--- config.mk ---
export PLATFORM = sky130hd
export DESIGN_NAME = i2c_master_bit_engine
export DESIGN_NICKNAME = d
export VERILOG_FILES = /design/src/sv/i2cm_pkg.sv /design/src/sv/i2cm_front.sv /design/src/sv/i2cm_seq.sv /design/src/sv/i2cm_res_q.sv /design/src/sv/i2c_master_bit_engine.sv
export SDC_FILE = /design/constraint.sdc
export NUM_CORES = 1
export LEC_CHECK = 0
export BUFFER_PORTS_ARGS = -buffer_cell sky130_fd_sc_hd__buf_2
export CAP_MARGIN = 20
export CORE_MARGIN = 8
export CORE_UTILIZATION = 30
export DETAILED_ROUTE_END_ITERATION = 7
export GPL_TIMING_DRIVEN = 0
export PLACE_DENSITY = 0.57
export SKIP_CTS_REPAIR_TIMING = 1
export SLEW_MARGIN = 10
export SYNTH_ARGS = -nofsm -noshare
export SYNTH_HDL_FRONTEND = slang
export SYNTH_SLANG_ARGS = --single-unit
--- constraint.sdc ---
create_clock -name clk_i -period 3.38 [get_ports clk_i]
set_input_delay 0.676 -clock clk_i [delete_from_list [all_inputs] [get_ports clk_i]]
set_output_delay 0.676 -clock clk_i [all_outputs]
set_load 0.02 [all_outputs]
--- src/sv/i2cm_pkg.sv ---
package i2cm_pkg;

  localparam int unsigned BitsPerByte = 8;
  localparam logic [3:0] BITS_PER_BYTE = 4'(BitsPerByte);
  localparam logic [7:0] PHASE_TICKS_RST = 8'd1;
  localparam logic [15:0] ACK_TIMEOUT_RST = 16'd2555;

  // Configuration register indexes
  localparam logic CFG_PHASE_TICKS = 1'b0;
  localparam logic CFG_ACK_TIMEOUT = 1'b1;

  typedef enum logic [2:0] {
    CMD_IDLE      = 3'd0,
    CMD_START     = 3'd1,
    CMD_STOP      = 3'd2,
    CMD_WRITE     = 3'd3,
    CMD_READ_ACK  = 3'd4,
    CMD_READ_NACK = 3'd5
  } cmd_e;

  typedef struct packed {
    logic [2:0] mode;
    logic [7:0] tx_byte;
    logic       sda_in;
  } in_item_t;

  typedef struct packed {
    logic       scl_level;
    logic       sda_level;
    logic       busy_res;
    logic       done_res;
    logic [7:0] rx_byte;
    logic       ack_seen;
    logic       timed_out;
  } res_item_t;

  // Classified tick as it travels from front to sequencer
  typedef struct packed {
    cmd_e       cmd;
    logic [7:0] tx_byte;
    logic       sda_in;
  } tick_t;

  // Handshake between front queue and sequencer
  typedef struct packed {
    logic valid;
    tick_t tick;
  } tick_ch_t;

endpackage

--- src/sv/i2cm_front.sv ---
module i2cm_front import i2cm_pkg::*; (
  input  logic     clk_i,
  input  logic     rst_ni,
  input  logic     push,
  output logic     full,
  input  in_item_t in_item_i,
  output tick_ch_t tick_o,
  input  logic     tick_take_i
);

  tick_t      mem_q [2];
  logic       wptr_q, wptr_d;
  logic       rptr_q, rptr_d;
  logic [1:0] cnt_q, cnt_d;
  tick_t      cls;
  logic       wr, rd;

  // Map unknown modes onto no command
  always_comb begin
    cls.tx_byte = in_item_i.tx_byte;
    cls.sda_in  = in_item_i.sda_in;
    if (in_item_i.mode >= 3'(CMD_START) && in_item_i.mode <= 3'(CMD_READ_NACK)) begin
      cls.cmd = cmd_e'(in_item_i.mode);
    end else begin
      cls.cmd = CMD_IDLE;
    end
  end

  assign full = (cnt_q == 2'd2);
  assign wr = push && !full;
  assign rd = tick_take_i && (cnt_q != 2'd0);

  assign tick_o.valid = (cnt_q != 2'd0);
  assign tick_o.tick  = mem_q[rptr_q];

  always_comb begin
    wptr_d = wr ? ~wptr_q : wptr_q;
    rptr_d = rd ? ~rptr_q : rptr_q;
    cnt_d  = cnt_q + 2'(wr) - 2'(rd);
  end

  always_ff @(posedge clk_i or negedge rst_ni) begin
    if (!rst_ni) begin
      wptr_q <= 1'b0;
      rptr_q <= 1'b0;
      cnt_q  <= 2'd0;
    end else begin
      wptr_q <= wptr_d;
      rptr_q <= rptr_d;
      cnt_q  <= cnt_d;
    end
  end

  always_ff @(posedge clk_i) begin
    if (wr) begin
      mem_q[wptr_q] <= cls;
    end
  end

endmodule

--- src/sv/i2cm_seq.sv ---
module i2cm_seq import i2cm_pkg::*; (
  input  logic        clk_i,
  input  logic        rst_ni,
  input  logic        cfg_we_i,
  input  logic        cfg_idx_i,
  input  logic [15:0] cfg_data_i,
  input  tick_ch_t    tick_i,
  output logic        tick_take_o,
  input  logic        res_full_i,
  output logic        res_push_o,
  output res_item_t   res_o
);

  logic [7:0]  phase_ticks_q;
  logic [15:0] ack_timeout_q;

  cmd_e        cmd_q, cmd_d;
  logic [2:0]  step_q, step_d;
  logic [3:0]  bc_q, bc_d;
  logic [7:0]  sh_q, sh_d;
  logic [7:0]  pt_q, pt_d;
  logic [15:0] wt_q, wt_d;
  logic        scl_q, scl_d;
  logic        sda_q, sda_d;
  logic [7:0]  rx_q, rx_d;
  logic [1:0]  st_q, st_d;
  logic        fin;
  logic [7:0]  hold;

  assign tick_take_o = tick_i.valid && !res_full_i;
  assign res_push_o  = tick_take_o;
  assign hold = (phase_ticks_q == 8'd0) ? 8'd0 : phase_ticks_q - 8'd1;

  always_comb begin
    cmd_d  = cmd_q;
    step_d = step_q;
    bc_d   = bc_q;
    sh_d   = sh_q;
    pt_d   = pt_q;
    wt_d   = wt_q;
    scl_d  = scl_q;
    sda_d  = sda_q;
    rx_d   = rx_q;
    st_d   = st_q;
    fin    = 1'b0;

    // Take a new command only while idle
    if (cmd_q == CMD_IDLE && tick_i.tick.cmd != CMD_IDLE) begin
      cmd_d  = tick_i.tick.cmd;
      step_d = 3'd0;
      bc_d   = 4'd0;
      pt_d   = 8'd0;
      sh_d   = (tick_i.tick.cmd == CMD_WRITE) ? tick_i.tick.tx_byte : 8'd0;
      if (tick_i.tick.cmd == CMD_WRITE) st_d = 2'b00;
    end

    if (cmd_d != CMD_IDLE) begin
      if (pt_d != 8'd0) begin
        pt_d = pt_d - 8'd1;
      end else begin
        unique case (cmd_d)
          CMD_START: begin
            if (step_d == 3'd0) begin
              scl_d = 1'b1; sda_d = 1'b1; step_d = 3'd1; pt_d = hold;
            end else if (step_d == 3'd1) begin
              sda_d = 1'b0; step_d = 3'd2; pt_d = hold;
            end else begin
              scl_d = 1'b0; fin = 1'b1;
            end
          end
          CMD_STOP: begin
            if (step_d == 3'd0) begin
              scl_d = 1'b0; sda_d = 1'b0; step_d = 3'd1; pt_d = hold;
            end else if (step_d == 3'd1) begin
              scl_d = 1'b1; step_d = 3'd2; pt_d = hold;
            end else begin
              sda_d = 1'b1; fin = 1'b1;
            end
          end
          CMD_WRITE: begin
            if (step_d == 3'd0) begin
              scl_d = 1'b0; step_d = 3'd1; pt_d = hold;
            end else if (step_d == 3'd1) begin
              sda_d  = sh_d[7];
              sh_d   = {sh_d[6:0], 1'b0};
              step_d = 3'd2; pt_d = hold;
            end else if (step_d == 3'd2) begin
              scl_d  = 1'b1;
              bc_d   = bc_d + 4'd1;
              step_d = (bc_d < BITS_PER_BYTE) ? 3'd0 : 3'd3;
              pt_d   = hold;
            end else if (step_d == 3'd3) begin
              scl_d = 1'b0; sda_d = 1'b1; step_d = 3'd4; pt_d = hold;
            end else if (step_d == 3'd4) begin
              scl_d = 1'b1; wt_d = ack_timeout_q; step_d = 3'd5; pt_d = hold;
            end else if (!tick_i.tick.sda_in) begin
              scl_d = 1'b0; st_d = 2'b01; fin = 1'b1;
            end else begin
              wt_d = wt_d - 16'd1;
              // Out of polls: flag and fall into a stop sequence
              if (wt_d == 16'd0) begin
                st_d   = 2'b10;
                cmd_d  = CMD_STOP;
                step_d = 3'd0;
                pt_d   = 8'd0;
              end
            end
          end
          default: begin
            if (step_d == 3'd0) begin
              scl_d = 1'b0; sda_d = 1'b1; step_d = 3'd1; pt_d = hold;
            end else if (step_d == 3'd1) begin
              scl_d = 1'b1; step_d = 3'd2; pt_d = hold;
            end else if (step_d == 3'd2) begin
              sh_d  = {sh_d[6:0], tick_i.tick.sda_in};
              scl_d = 1'b0;
              bc_d  = bc_d + 4'd1;
              if (bc_d < BITS_PER_BYTE) begin
                step_d = 3'd1;
              end else begin
                rx_d   = sh_d;
                sda_d  = (cmd_d == CMD_READ_NACK);
                step_d = 3'd3;
              end
              pt_d = hold;
            end else if (step_d == 3'd3) begin
              scl_d = 1'b1; step_d = 3'd4; pt_d = hold;
            end else begin
              scl_d = 1'b0; fin = 1'b1;
            end
          end
        endcase
      end
    end

    if (fin) begin
      cmd_d  = CMD_IDLE;
      step_d = 3'd0;
    end
  end

  always_comb begin
    res_o.scl_level = scl_d;
    res_o.sda_level = sda_d;
    res_o.busy_res  = (cmd_d != CMD_IDLE);
    res_o.done_res  = fin;
    res_o.rx_byte   = rx_d;
    res_o.ack_seen  = st_d[0];
    res_o.timed_out = st_d[1];
  end

  always_ff @(posedge clk_i or negedge rst_ni) begin
    if (!rst_ni) begin
      phase_ticks_q <= PHASE_TICKS_RST;
      ack_timeout_q <= ACK_TIMEOUT_RST;
      cmd_q  <= CMD_IDLE;
      step_q <= 3'd0;
      bc_q   <= 4'd0;
      sh_q   <= 8'd0;
      pt_q   <= 8'd0;
      wt_q   <= 16'd0;
      scl_q  <= 1'b1;
      sda_q  <= 1'b1;
      rx_q   <= 8'd0;
      st_q   <= 2'b00;
    end else begin
      if (cfg_we_i) begin
        if (cfg_idx_i == CFG_PHASE_TICKS) phase_ticks_q <= cfg_data_i[7:0];
        if (cfg_idx_i == CFG_ACK_TIMEOUT) ack_timeout_q <= cfg_data_i;
      end
      if (tick_take_o) begin
        cmd_q  <= cmd_d;
        step_q <= step_d;
        bc_q   <= bc_d;
        sh_q   <= sh_d;
        pt_q   <= pt_d;
        wt_q   <= wt_d;
        scl_q  <= scl_d;
        sda_q  <= sda_d;
        rx_q   <= rx_d;
        st_q   <= st_d;
      end
    end
  end

endmodule

--- src/sv/i2cm_res_q.sv ---
module i2cm_res_q import i2cm_pkg::*; (
  input  logic      clk_i,
  input  logic      rst_ni,
  input  logic      wr_i,
  input  res_item_t wdata_i,
  output logic      full_o,
  output logic      empty,
  input  logic      pop,
  output res_item_t res_o
);

  res_item_t  mem_q [2];
  logic       wptr_q, rptr_q;
  logic [1:0] cnt_q, cnt_d;
  logic       wr, rd;

  assign full_o = (cnt_q == 2'd2);
  assign empty  = (cnt_q == 2'd0);
  assign wr     = wr_i && !full_o;
  assign rd     = pop && !empty;
  assign res_o  = mem_q[rptr_q];
  assign cnt_d  = cnt_q + 2'(wr) - 2'(rd);

  always_ff @(posedge clk_i or negedge rst_ni) begin
    if (!rst_ni) begin
      wptr_q <= 1'b0;
      rptr_q <= 1'b0;
      cnt_q  <= 2'd0;
    end else begin
      if (wr) wptr_q <= ~wptr_q;
      if (rd) rptr_q <= ~rptr_q;
      cnt_q <= cnt_d;
    end
  end

  always_ff @(posedge clk_i) begin
    if (wr) begin
      mem_q[wptr_q] <= wdata_i;
    end
  end

endmodule

--- src/sv/i2c_master_bit_engine.sv ---
// Channel   Handshake              Payload      Transaction when
// tick in   push / full            in_item_i    push high, full low
// result    empty / pop            res_o        pop high, empty low
// config    cfg_we_i, cfg_idx_i    cfg_data_i   cfg_we_i high
//
// One tick in, one result out; a tick can follow another every clock while neither queue is full.
// A result reaches res_o only after the front queue registers its tick and
// the result queue registers the sequencer's result; either queue may hold it.
// The rate is set by the sequencer's single state update per clock.
// Reset releases both lines and leaves the sequencer idle.
// Either side may stall: each two-entry queue holds ticks or results.
module i2c_master_bit_engine import i2cm_pkg::*; (
  input  logic        clk_i,
  input  logic        rst_ni,
  input  logic        push,
  output logic        full,
  input  in_item_t    in_item_i,
  output logic        empty,
  input  logic        pop,
  output res_item_t   res_o,
  input  logic        cfg_we_i,
  input  logic        cfg_idx_i,
  input  logic [15:0] cfg_data_i
);

  tick_ch_t  tick;
  logic      tick_take;
  logic      res_full;
  logic      res_push;
  res_item_t res_new;

  // Classify modes and queue ticks
  i2cm_front u_front (
    .clk_i       (clk_i),
    .rst_ni      (rst_ni),
    .push        (push),
    .full        (full),
    .in_item_i   (in_item_i),
    .tick_o      (tick),
    .tick_take_i (tick_take)
  );

  // Advance the line sequencer one tick per transaction
  i2cm_seq u_seq (
    .clk_i       (clk_i),
    .rst_ni      (rst_ni),
    .cfg_we_i    (cfg_we_i),
    .cfg_idx_i   (cfg_idx_i),
    .cfg_data_i  (cfg_data_i),
    .tick_i      (tick),
    .tick_take_o (tick_take),
    .res_full_i  (res_full),
    .res_push_o  (res_push),
    .res_o       (res_new)
  );

  // Hold results until taken
  i2cm_res_q u_res_q (
    .clk_i   (clk_i),
    .rst_ni  (rst_ni),
    .wr_i    (res_push),
    .wdata_i (res_new),
    .full_o  (res_full),
    .empty   (empty),
    .pop     (pop),
    .res_o   (res_o)
  );

endmodule
### Word level (Yosys, flattened, before mapping)

Memory sizes are Yosys's and may differ from the RTL's.
Cells that the tools add are included.

| operators by class | value |
|---|---|
| eq/ne operators | 11 |
| add/sub/neg operators | 8 |
| muxes and demuxes | 140 |
| reductions and logical operators | 26 |
| bitwise logic cells | 10 |
| $lt $le $gt $ge | 3 |

Operators by type and width:

| kind | number |
|---|---|
| 8-bit two-way mux | 33 |
| 3-bit two-way mux | 30 |
| 1-bit two-way mux | 48 |
| 16-bit two-way mux | 2 |
| 8-bit case mux with 2 select lines | 2 |
| 2-bit two-way mux | 14 |
| 4-bit two-way mux | 7 |
| 16-bit zero test | 1 |
| 16-bit by 1-bit subtractor with 16-bit output (second input constant) | 1 |
| 8-bit by 1-bit subtractor with 8-bit output (second input constant) | 2 |
| 3-bit by 2-bit == test with 1-bit output (second input constant) | 5 |
| 1-bit NOT | 10 |
| 9-bit AND reduction | 1 |
| 3-bit nonzero test | 3 |
| 8-bit zero test | 1 |
| 8-bit nonzero test | 1 |
| 1-bit logical AND | 7 |
| 3-bit by 1-bit == test with 1-bit output (second input constant) | 2 |
| 3-bit == test (second input constant) | 2 |
| 3-bit zero test | 2 |
| 1-bit case mux with 3 select lines | 2 |
| 3-bit case mux with 2 select lines | 1 |
| 2-bit by 1-bit adder with 2-bit output | 2 |
| 4-bit by 1-bit adder with 4-bit output (second input constant) | 1 |
| other kinds (12) | 18 |

| word-level totals | value |
|---|---|
| memory bits (writable) | 52 |
| register bits | 86 |
| input port bits | 34 |
| memories kept | 2 |
| output and inout port bits | 16 |
| logic and storage cells | 218 |

Memory list:

| memory | depth | width | rd ports | clocked after Yosys merged registers in | wr ports | line | text |
|---|---|---|---|---|---|---|---|
| u_res_q.mem_q | 2 | 14 | 1 | 0 | 1 | i2cm_res_q.sv:12 | `res_item_t mem_q [2];` |
| u_front.mem_q | 2 | 12 | 1 | 0 | 1 | i2cm_front.sv:11 | `tick_t mem_q [2];` |

### Logic depth before layout (Yosys ltp)

Gate-level depths: netlist (run 1).
An unclocked memory read counts as a cell.

| logic depth | value |
|---|---|
| depth in word-level cells | 16 |
| depth in mapped cells | 13 |
| depth with buffers taken out | 9 |

### Hierarchy

A second synthesis (run 1) with hierarchy kept.

| second synthesis, totals | value |
|---|---|
| cell total of the unflattened synthesis | 714 |
| area total of the unflattened synthesis | 7495.9 sq um |

Modules (own cells, without submodules):

| module | cells an instance | area an instance (sq um) | instances |
|---|---|---|---|
| i2cm_seq | 594 | 5143.7 | 1 |
| i2cm_res_q | 62 | 1263.7 | 1 |
| i2cm_front | 58 | 1088.5 | 1 |

### Worst setup path after synthesis (run 1)

OpenSTA, ideal clock, no wires.

| timing | value |
|---|---|
| path kind | reg-to-reg |
| start point | reg u_seq.cmd_q[1] |
| end point | reg u_seq.bc_q[1] |
| cell stages (with the launch flop) | 12 |
| setup slack | 0.242 ns |
| data arrival time | 3.016 ns |
| data required time | 3.258 ns |
| buffers on the path | 3 |
| path through | dfrtp_1 clkbuf_1 or3_1 or3_1 clkbuf_1 clkbuf_1 nand2_1 ha_1 o211ai_1 nor3b_1 o21ai_0 a32o_1 |

| between the ends | value |
|---|---|
| word-level cells in the longest chain between the ends | 10 |

Ends and longest elaborated chain:

| what | line | text |
|---|---|---|
| start: declaration | i2cm_seq.sv:17 | `cmd_e cmd_q, cmd_d;` |
| start signal: assignment | i2cm_seq.sv:172 | `cmd_q <= cmd_d;` |
| 3-bit zero test | i2cm_seq.sv:48 | `if (cmd_q == CMD_IDLE && tick_i.tick.cmd != CMD_IDLE) begin` |
| 1-bit logical AND | i2cm_seq.sv:48 |  |
| 4-bit two-way mux / 3-bit two-way mux (equally long branches) | i2cm_seq.sv:48 |  |
| 4-bit by 1-bit adder with 4-bit output / 3-bit by 2-bit == test with 1-bit output (equally long branches) | - |  |
| 4-bit two-way mux | i2cm_seq.sv:87, i2cm_seq.sv:114 |  |
| 4-bit two-way mux | i2cm_seq.sv:112 | `end else if (step_d == 3'd1) begin` |
| 4-bit two-way mux | i2cm_seq.sv:110 | `if (step_d == 3'd0) begin` |
| 4-bit two-way mux | - |  |
| 4-bit two-way mux | i2cm_seq.sv:58 | `if (pt_d != 8'd0) begin` |
| 4-bit two-way mux * | i2cm_seq.sv:57 | `if (cmd_d != CMD_IDLE) begin` |
| end signal: assignment | i2cm_seq.sv:158 | `bc_q <= 4'd0;` |
| end signal: assignment | i2cm_seq.sv:174 | `bc_q <= bc_d;` |
| end: declaration | i2cm_seq.sv:19 | `logic [3:0] bc_q, bc_d;` |

Mark *: on every way between the ends. The rest lies on a longest branch, timed or not.
A chain may end at the register's enable or synchronous reset.

### Worst setup path in the final report (run 1)

Same ends and word-level chain as after synthesis.

==> impl_metrics.prom, run 1 <==
# TYPE chip_impl_metric gauge
chip_impl_metric{name="syn_to_final_growth",unit="%"} 19.55
chip_impl_metric{name="place_inst",unit=""} 1099
chip_impl_metric{name="syn-instance-count",unit=""} 724
chip_impl_metric{name="place_congestion",unit=""} 0.9137
chip_impl_metric{name="dr.first_iter.drc_count",unit=""} 446
chip_impl_metric{name="route.final.wire_length",unit="um"} 19260
chip_impl_metric{name="cts_max_level",unit=""} 4
chip_impl_metric{name="final_hold_viol_count",unit=""} 0
chip_impl_metric{name="seq_area_frac_synth",unit=""} 0.5001
chip_impl_metric{name="grt_max_degree",unit=""} 61
chip_impl_info{name="clk_root_buffer_cell",value="clkbuf_16"} 1
chip_impl_metric{name="firstDrtPassIters",unit=""} 6
chip_impl_metric{name="power.density_cell_area",unit="nW/um^2"} 896.7
chip_impl_metric{name="grt_pass1_vias",unit=""} 5796
chip_impl_info{name="timing.critical_path.mode_cell",value="buf_4"} 1
chip_impl_metric{name="via_count",unit=""} 5963
chip_impl_metric{name="cp_slowest_stage_delay",unit="ps"} 500
chip_impl_metric{name="cts.clk_slew.worst_paths",unit="ps"} 60
chip_impl_metric{name="finalClockSkew",unit="ps"} 12.05
chip_impl_info{name="critPathSlowestCell",value="or3_1"} 1
chip_impl_metric{name="crit_arrival",unit="ps"} 3530
chip_impl_info{name="ys.flop_type",value="dfrtp_1"} 1
chip_impl_metric{name="grt_remaining_overflow",unit=""} 0
chip_impl_metric{name="syn_area_per_cell",unit="um^2"} 10.30
chip_impl_metric{name="dpl-instance-area",unit="um^2"} 8148
chip_impl_metric{name="insertedDiodeCount",unit=""} 0
chip_impl_metric{name="synth.cell_area",unit="um^2"} 7456
chip_impl_metric{name="route.detailed.vias_per_inst",unit=""} 5.240
chip_impl_info{name="synth_area_leader_cell",value="dfrtp_1"} 1
chip_impl_metric{name="setup_viol_count_final",unit=""} 0
chip_impl_info{name="tritoncts",value="built"} 1
chip_impl_metric{name="globalRouteTotalUtil",unit=""} 0.1272
chip_impl_metric{name="timing.final.crit_share",unit=""} 0.9526
chip_impl_metric{name="leakage",unit="nW"} 3.542
chip_impl_metric{name="required",unit="ps"} 3690
chip_impl_metric{name="grt_antenna_before_repair",unit=""} 0
chip_impl_metric{name="ant_nets",unit=""} 0
chip_impl_metric{name="rows",unit=""} 57
chip_impl_metric{name="synthArstFlopShare",unit=""} 0.6232
chip_impl_info{name="cells_traversed_along_the_worst_timing_path",value="or3_4, or3_1, buf_4, nand2_2, ha_4, o211ai_1, buf_4, nor3b_4, o21ai_0, a32o_1"} 1
chip_impl_info{name="worstSetupStartpointType",value="register"} 1
chip_impl_metric{name="synthesis.nets",unit=""} 768
chip_impl_metric{name="drv_slew",unit=""} 0
chip_impl_metric{name="drc",unit=""} 0
chip_impl_metric{name="place.detailed.hpwl",unit="um"} 13950
chip_impl_metric{name="routed_wire_length_per_instance",unit="um"} 16.93
chip_impl_info{name="synth_area_leaders",value="dfrtp_1 25%, edfxtp_1 21%, mux2_2 7.1%"} 1
chip_impl_metric{name="layout.core_utilization",unit=""} 0.3654
chip_impl_metric{name="post-route-min-period",unit="ps"} 3220
chip_impl_metric{name="floorplan.initialDensity",unit=""} 0.3057
chip_impl_metric{name="dieArea",unit="um^2"} 30150
chip_impl_metric{name="ios",unit=""} 50
chip_impl_metric{name="synth_enable_flop_cells",unit=""} 52
chip_impl_info{name="min_path_type",value="input pin to asynchronous set/reset pin"} 1
chip_impl_metric{name="cts.path.max_buffers",unit=""} 2
chip_impl_metric{name="first_pass_grt_wire_length",unit="um"} 31480
chip_impl_metric{name="floorplan.die.height",unit="um"} 173.7
chip_impl_metric{name="worst_max_slew_pin_slew",unit="ps"} 985.8
chip_impl_metric{name="worst-path-max-fanout",unit=""} 10
chip_impl_metric{name="synth_top_area_share",unit=""} 0.2484
chip_impl_metric{name="floorplan.die.width",unit="um"} 173.7
chip_impl_metric{name="clock_insertion_delay_worst_skew",unit="ps"} 420
chip_impl_info{name="setup.worst_path.end_class",value="register"} 1
chip_impl_info{name="status",value="finished, final reports clean"} 1
chip_impl_info{name="timing_worst_setup_path_type",value="register to register"} 1
chip_impl_metric{name="seq_cells_post_synth",unit=""} 138
chip_impl_metric{name="cell_count_final_fillers_out",unit=""} 1138
chip_impl_metric{name="final_instance_area",unit="um^2"} 8914
chip_impl_metric{name="max-vdd-ir-drop",unit="uV"} 385.7
chip_impl_metric{name="placement.io_buffers",unit=""} 49
chip_impl_metric{name="number_of_sinks_on_the_clock_net",unit=""} 138
chip_impl_metric{name="nets",unit=""} 845
chip_impl_metric{name="cts-buffers-inserted",unit=""} 17
chip_impl_metric{name="slew_headroom",unit=""} 0.3368
chip_impl_metric{name="core_area",unit="um^2"} 24390
chip_impl_metric{name="timing.fmax",unit="MHz"} 310.6
chip_impl_metric{name="max-cap-violations",unit=""} 0
chip_impl_metric{name="synthesis.yosys.warnings",unit=""} 0
chip_impl_metric{name="drive_above_1_share",unit=""} 0.2371
chip_impl_metric{name="yosysUniqueCellTypes",unit=""} 74
==> metrics by stage <==
step	total power, mW	hold WS [ps]	setup slack (ps)	TNS, ps
floorplan	4.926	380.4	242.5	0
global placement	5.867	475.0	-642.5	-29540
detailed placement	5.916	479.6	-628.2	-27870
CTS	7.890	167.6	-642.8	-29360
global route	8.497	192.3	-5.772	-11.53
finish	7.993	168.5	160.1	0
==> path summary, 6_finish.rpt <==
| kind | end | slack [ps] | from | cells past startpoint |
|---|---|---|---|---|
| max in group asynchronous | u_seq.sda_q$_DFFE_PN1P_ | 2520 | rst_ni | 2 |
| min in group clk_i | u_front.mem_q[0][5]$_DFFE_PP_ | 450 | in_item_i[5] | 1 |
| max reg2reg | u_seq.bc_q[1]$_DFFE_PN0P_ | 160 | u_seq.cmd_q[1]$_DFFE_PN0P_ | 10 |
| min | u_seq.phase_ticks_q[6]$_DFFE_PN0P_ | 170 | rst_ni | 1 |
| min reg2reg | u_seq.bc_q[2]$_DFFE_PN0P_ | 480 | u_seq.bc_q[2]$_DFFE_PN0P_ | 1 |
| max | u_seq.bc_q[1]$_DFFE_PN0P_ | 160 | u_seq.cmd_q[1]$_DFFE_PN0P_ | 10 |
==> synthesized netlist by cell type (7+ instances only) <==
| library cell | n |
|---|---|
| o21ai_0 | 62 |
| o21a_1 | 12 |
| nor3_1 | 20 |
| and2_1 | 9 |
| edfxtp_1 | 52 |
| nand2_1 | 52 |
| nor4_1 | 13 |
| nand3_1 | 10 |
| xnor2_1 | 14 |
| mux2i_1 | 16 |
| nor2b_1 | 7 |
| nor2_1 | 62 |
| mux2_2 | 47 |
| dfstp_2 | 12 |
| clkbuf_1 | 33 |
| inv_1 | 19 |
| o31ai_1 | 10 |
| a21oi_1 | 53 |
| dfrtp_1 | 74 |
| o221ai_1 | 7 |
| ha_1 | 10 |
| a31oi_1 | 13 |
==> layout by cell type (no fill, tap or decap), types with 4 or more instances in the layout <==
| cell type | Yosys | layout |
|---|---|---|
| o21ai_0 | 62 | 62 |
| ha_1 | 10 | 9 |
| dfrtp_1 | 74 | 72 |
| inv_6 | 0 | 4 |
| or2_2 | 4 | 4 |
| a21o_1 | 5 | 5 |
| a21oi_2 | 2 | 5 |
| nor2_1 | 62 | 61 |
| nor2b_1 | 7 | 7 |
| mux2_2 | 47 | 47 |
| o21a_1 | 12 | 12 |
| o211ai_1 | 6 | 6 |
| o31ai_1 | 10 | 10 |
| and2_1 | 9 | 9 |
| edfxtp_1 | 52 | 52 |
| dfstp_2 | 12 | 12 |
| nand2_1 | 52 | 51 |
| xnor2_1 | 14 | 14 |
| clkbuf_16 | 0 | 17 |
| inv_1 | 19 | 19 |
| nor3b_1 | 6 | 5 |
| nor3_1 | 20 | 20 |
| a21oi_1 | 53 | 50 |
| a22oi_1 | 4 | 4 |
| xor2_1 | 6 | 6 |
| o221ai_1 | 7 | 7 |
| nand4_1 | 6 | 6 |
| a211oi_1 | 5 | 5 |
| buf_4 | 0 | 14 |
| buf_2 | 4 | 52 |
| mux2i_1 | 16 | 16 |
| a31oi_1 | 13 | 13 |
| o22ai_1 | 4 | 4 |
| nor4_1 | 13 | 10 |
| clkbuf_1 | 33 | 27 |
| nand3_1 | 10 | 10 |
==> worst max-delay path, delay by kind of cell, from the launching register on <==
kind	cells	cell delay (ps)
AOI/OAI and AO/OA	3	670
and+or+nand+nor	4	1300
buffers and inverters	2	480
adders and majority gates	1	180
DFF	1	470
==> cell families (layout without fill, tap and decap cells) <==
logic type               count (synthesis)  in the layout  synth area share
multiplexers                            63             63           0.09247
AO/OA/AOI/OAI                          219            219            0.1891
adder cells (fa/ha/maj)                 10             10           0.01678
flip-flops                             138            138            0.5001
XOR/XNOR                                20             20           0.02349
buffers and inverters                   61            151           0.03239
AND/OR/NAND/NOR                        213            213            0.1457
==> layer usage <==
layer | wire [um] | track usage | vias to the layer above
met4 | 335 | 0.04204 | 0
met2 | 8776 | 0.1938 | 153
li1 | - | - | 2870
met3 | 895 | 0.03224 | 24
met1 | 9254 | 0.1732 | 2916
met5 | 0 | 0 | -
==> final cells by class <==
class                           count  area (um^2)
Inverter                           20        75.07
Timing Repair Buffer               61        361.6
Sequential cell                   138         3731
Clock inverter                     15        188.9
Multi-Input combinational cell    525         3558
Fill cell                        2448        15480
Tap cell                          324        405.4
Buffer                             38        167.7
Clock buffer                       17        425.4
==> flip-flops by register name, indices dropped and copies added, names as in the netlist, 3 cells and up <==
| register | cells |
|---|---|
| u_seq.phase_ticks_q | 8 |
| u_seq.step_q | 3 |
| u_seq.cmd_q | 3 |
| u_seq.wt_q | 16 |
| u_seq.sh_q | 8 |
| u_seq.ack_timeout_q | 16 |
| u_seq.rx_q | 8 |
| u_seq.bc_q | 4 |
| u_front.mem_q | 24 |
| u_seq.pt_q | 8 |
| u_res_q.mem_q | 28 |
==> power breakdown <==
group          internal (mW)  switching [mW]
Combinational           1.31            2.15
Sequential              2.29           0.294
Clock                   1.18           0.771
Total                   4.78            3.22
Power figures use the tool's default switching activity.
==> run 2, diff against run 1 <==
--- a/config.mk
+++ b/config.mk
@@ -5,6 +5,7 @@
 export SDC_FILE = /design/constraint.sdc
 export NUM_CORES = 1
 export LEC_CHECK = 0
+export ABC_AREA = 1
 export BUFFER_PORTS_ARGS = -buffer_cell sky130_fd_sc_hd__buf_2
 export CAP_MARGIN = 20
 export CORE_MARGIN = 8
==> run 2 against run 1 <==
Effect of this change:
- wire length increased by 3.9%
- power increased by 6.0%
- sequential power decreased by 2%
- first-iteration DRC count increased by 37%
- global-route usage increased by 0.53 points
- area after synthesis increased by 3.1%
- die area increased by 2.8%
- synthesized cell count increased by 35%
- combinational power increased by 18%
- critical path type unchanged
- largest cell class unchanged
- largest power group unchanged
- highest routed layer unchanged
==> impl_metrics.prom, run 2 <==
# TYPE chip_impl_metric gauge
chip_impl_metric{name="synthesis.yosys.warnings",unit=""} 0
chip_impl_info{name="mostFrequentLayoutCells",value="301 x nand2_1, 114 x inv_1, 84 x nor2_1, 81 x o21ai_0, 74 x dfrtp_1"} 1
chip_impl_metric{name="cts-buffers-inserted",unit=""} 17
chip_impl_metric{name="globalRouteMet3Util",unit=""} 0.02542
chip_impl_metric{name="post-route-min-period",unit="ps"} 3110
chip_impl_metric{name="worst_max_slew_pin_slew",unit="ps"} 779.9
chip_impl_metric{name="timing.fmax",unit="MHz"} 321.6
chip_impl_metric{name="syn_area_per_cell",unit="um^2"} 7.848
chip_impl_metric{name="power.density_cell_area",unit="nW/um^2"} 939.5
chip_impl_metric{name="route.final.wire_length",unit="um"} 20020
chip_impl_metric{name="yosysUniqueCellTypes",unit=""} 47
chip_impl_metric{name="largest_register_ff_count",unit=""} 28
chip_impl_metric{name="max-vdd-ir-drop",unit="uV"} 360.7
chip_impl_metric{name="place_congestion",unit=""} 0.9050
chip_impl_metric{name="rows",unit=""} 58
chip_impl_metric{name="synthArstFlopShare",unit=""} 0.6232
chip_impl_metric{name="gr-usage-met2",unit=""} 0.2077
chip_impl_metric{name="grt_pass1_vias",unit=""} 6311
chip_impl_metric{name="dpl-instance-area",unit="um^2"} 8387
chip_impl_metric{name="number_of_sinks_on_the_clock_net",unit=""} 138
chip_impl_info{name="min_path_type",value="input pin to asynchronous set/reset pin"} 1
chip_impl_metric{name="seq_cells_post_synth",unit=""} 138
chip_impl_metric{name="core_area",unit="um^2"} 25180
chip_impl_info{name="synth_area_leaders",value="dfrtp_1 24%, edfxtp_1 20%, nand2_1 15%"} 1
chip_impl_metric{name="timing.final.crit_share",unit=""} 0.9201
chip_impl_metric{name="first_pass_grt_wire_length",unit="um"} 33150
chip_impl_metric{name="synth_top_area_share",unit=""} 0.2410
chip_impl_metric{name="slew_headroom",unit=""} 0.4800
chip_impl_metric{name="dieArea",unit="um^2"} 30990
chip_impl_info{name="layout_commonest_cell",value="nand2_1"} 1
chip_impl_metric{name="cts.clk_slew.worst_paths",unit="ps"} 60
chip_impl_metric{name="clock_insertion_delay_worst_skew",unit="ps"} 420
chip_impl_metric{name="setup_viol_count_final",unit=""} 0
chip_impl_metric{name="finalClockSkew",unit="ps"} 8.014
chip_impl_metric{name="final_hold_viol_count",unit=""} 0
chip_impl_metric{name="insertedDiodeCount",unit=""} 0
chip_impl_metric{name="routed_wire_length_per_instance",unit="um"} 14.33
chip_impl_info{name="clk_root_buffer_cell",value="clkbuf_16"} 1
chip_impl_metric{name="layout.core_utilization",unit=""} 0.3582
chip_impl_info{name="worstSetupStartpointType",value="register"} 1
chip_impl_metric{name="ant_nets",unit=""} 0
chip_impl_metric{name="fin_setup_tns",unit="ps"} 0
chip_impl_metric{name="route.detailed.vias_per_inst",unit=""} 4.706
chip_impl_metric{name="final_instance_area",unit="um^2"} 9021
chip_impl_info{name="top_regs",value="u_res_q.mem_q x28, u_front.mem_q x24"} 1
chip_impl_info{name="synth_area_leader_cell",value="dfrtp_1"} 1
chip_impl_info{name="ys.flop_type",value="dfrtp_1"} 1
chip_impl_metric{name="grt_use_met1",unit=""} 0.1800
chip_impl_metric{name="grt_antenna_before_repair",unit=""} 0
chip_impl_metric{name="grt_remaining_overflow",unit=""} 0
chip_impl_info{name="tritoncts",value="built"} 1
chip_impl_metric{name="via_count",unit=""} 6574
chip_impl_info{name="yosysMostFrequentCell",value="nand2_1"} 1
chip_impl_metric{name="floorplan.die.width",unit="um"} 176.0
chip_impl_info{name="max_flop_register",value="u_res_q.mem_q"} 1
chip_impl_metric{name="worst-path-max-fanout",unit=""} 10
chip_impl_metric{name="drc",unit=""} 0
chip_impl_metric{name="floorplan.initialDensity",unit=""} 0.3051
chip_impl_metric{name="ios",unit=""} 50
chip_impl_metric{name="synth.cell_area",unit="um^2"} 7684
chip_impl_metric{name="nets",unit=""} 1098
chip_impl_metric{name="synth_enable_flop_cells",unit=""} 52
chip_impl_metric{name="required",unit="ps"} 3510
chip_impl_metric{name="total_power",unit="mW"} 8.475
chip_impl_metric{name="firstDrtPassIters",unit=""} 5
chip_impl_metric{name="drv_slew",unit=""} 0
chip_impl_metric{name="syn_to_final_growth",unit="%"} 17.41
chip_impl_metric{name="grt_max_degree",unit=""} 52
chip_impl_info{name="synth_top_cells_by_count",value="301 x nand2_1, 114 x inv_1, 85 x nor2_1, 81 x o21ai_0, 74 x dfrtp_1"} 1
chip_impl_metric{name="crit_arrival",unit="ps"} 3240
chip_impl_metric{name="drive_above_1_share",unit=""} 0.1500
chip_impl_metric{name="seq_area_frac_synth",unit=""} 0.4853
chip_impl_info{name="setup.worst_path.end_class",value="register"} 1
chip_impl_metric{name="syn-instance-count",unit=""} 979
chip_impl_metric{name="max-cap-violations",unit=""} 0
chip_impl_info{name="grt.busiest_layer",value="met2"} 1
chip_impl_metric{name="dr.first_iter.drc_count",unit=""} 612
chip_impl_metric{name="placement.io_buffers",unit=""} 49
chip_impl_metric{name="cts.path.max_buffers",unit=""} 2
chip_impl_metric{name="reg2reg_depth",unit=""} 18
chip_impl_metric{name="synthesis.nets",unit=""} 1023
chip_impl_metric{name="place.detailed.hpwl",unit="um"} 14800
chip_impl_info{name="status",value="finished, final reports clean"} 1
chip_impl_metric{name="cts_max_level",unit=""} 4
chip_impl_info{name="timing_worst_setup_path_type",value="register to register"} 1
chip_impl_metric{name="globalRouteTotalUtil",unit=""} 0.1324
chip_impl_metric{name="leakage",unit="nW"} 4.336
chip_impl_metric{name="floorplan.die.height",unit="um"} 176.0
==> run 2: cell count changes after synthesis, moves of 12 or more <==
cell and delta:
nor4_1 -13, nor3_1 -12, clkbuf_1 -19, a21oi_1 -30
mux2_2 -39, nand3_1 +38, nand2_1 +249, o21ai_0 +19
inv_1 +95, nor2_1 +23, o21ai_1 +23
==> run 2: kinds of logic after synthesis <==
kind of cell	Yosys count	share of synthesized area
XOR/XNOR	11	0.01254
multiplexers	16	0.02215
AO/OA/AOI/OAI	164	0.1171
AND/OR/NAND/NOR	483	0.2646
flip-flops	138	0.4853
adder cells (fa/ha/maj)	10	0.01628
buffers and inverters	157	0.08207
==> run 2: worst paths after layout <==
check / startpoint / endpoint / slack (ps)
worst max-delay path: u_front.rptr_q$_DFFE_PN0P_ / u_res_q.mem_q[1][11]$_DFFE_PP_ / 270
worst min-delay path: rst_ni / u_seq.phase_ticks_q[4]$_DFFE_PN0P_ / 310
worst max register to register: u_front.rptr_q$_DFFE_PN0P_ / u_res_q.mem_q[1][11]$_DFFE_PP_ / 270
worst min register to register: u_seq.pt_q[5]$_DFFE_PN0P_ / u_seq.pt_q[5]$_DFFE_PN0P_ / 480
max in group asynchronous: rst_ni / u_res_q.rptr_q$_DFFE_PN0P_ / 2410
min in group clk_i: in_item_i[5] / u_front.mem_q[1][5]$_DFFE_PP_ / 440
==> run 2: per-layer routing <==
metal	part of all wire	vias up
li1	-	3347
met1	0.48	3025
met2	0.45	181
met3	0.050	21
met4	0.015	0
met5	0	-
==> run 2: per-stage QoR <==
step	setup slack (ps)	hold slack, ps	cells
finish	270.2	310.7	1397
global route	-17.34	359.5	1397
CTS	-122.8	318.6	1393
detailed placement	-121.5	465.6	1361
global placement	-20.60	461.3	1358
floorplan	732.8	380.4	979
==> run 2: critical path, stage by stage (launching register included) <==
cell and delay (ps):
dfrtp_1 360, buf_4 160, inv_4 60, nand2_1 60
nand2_2 110, inv_2 30, nand3_1 70, nand2_2 110
buf_6 170, nand2_1 180, ha_1 200, nand2_1 80
nor2_2 150, inv_1 90, nor2_4 180, nand2_4 90
buf_2 230, nor3_4 290, o21ai_0 190
==> run 2: where the power goes <==
| part | leakage [nW] | total [mW] | internal (mW) | switching, mW |
|---|---|---|---|---|
| registers | 1.56 | 2.53 | 2.32 | 0.208 |
| logic | 2.50 | 4.07 | 1.27 | 2.80 |
| clock network | 0.277 | 1.88 | 1.10 | 0.778 |
| total | 4.34 | 8.48 | 4.69 | 3.78 |
==> run 2: area by class of cell <==
cell class,instances,area (um^2)
Sequential cell,138,3729
Clock buffer,18,429.2
Timing Repair Buffer,56,320.3
Fill cell,2606,16160
Tap cell,330,412.9
Multi-Input combinational cell,684,3338
Inverter,128,485.5
Clock inverter,14,161.4
Buffer,29,145.1
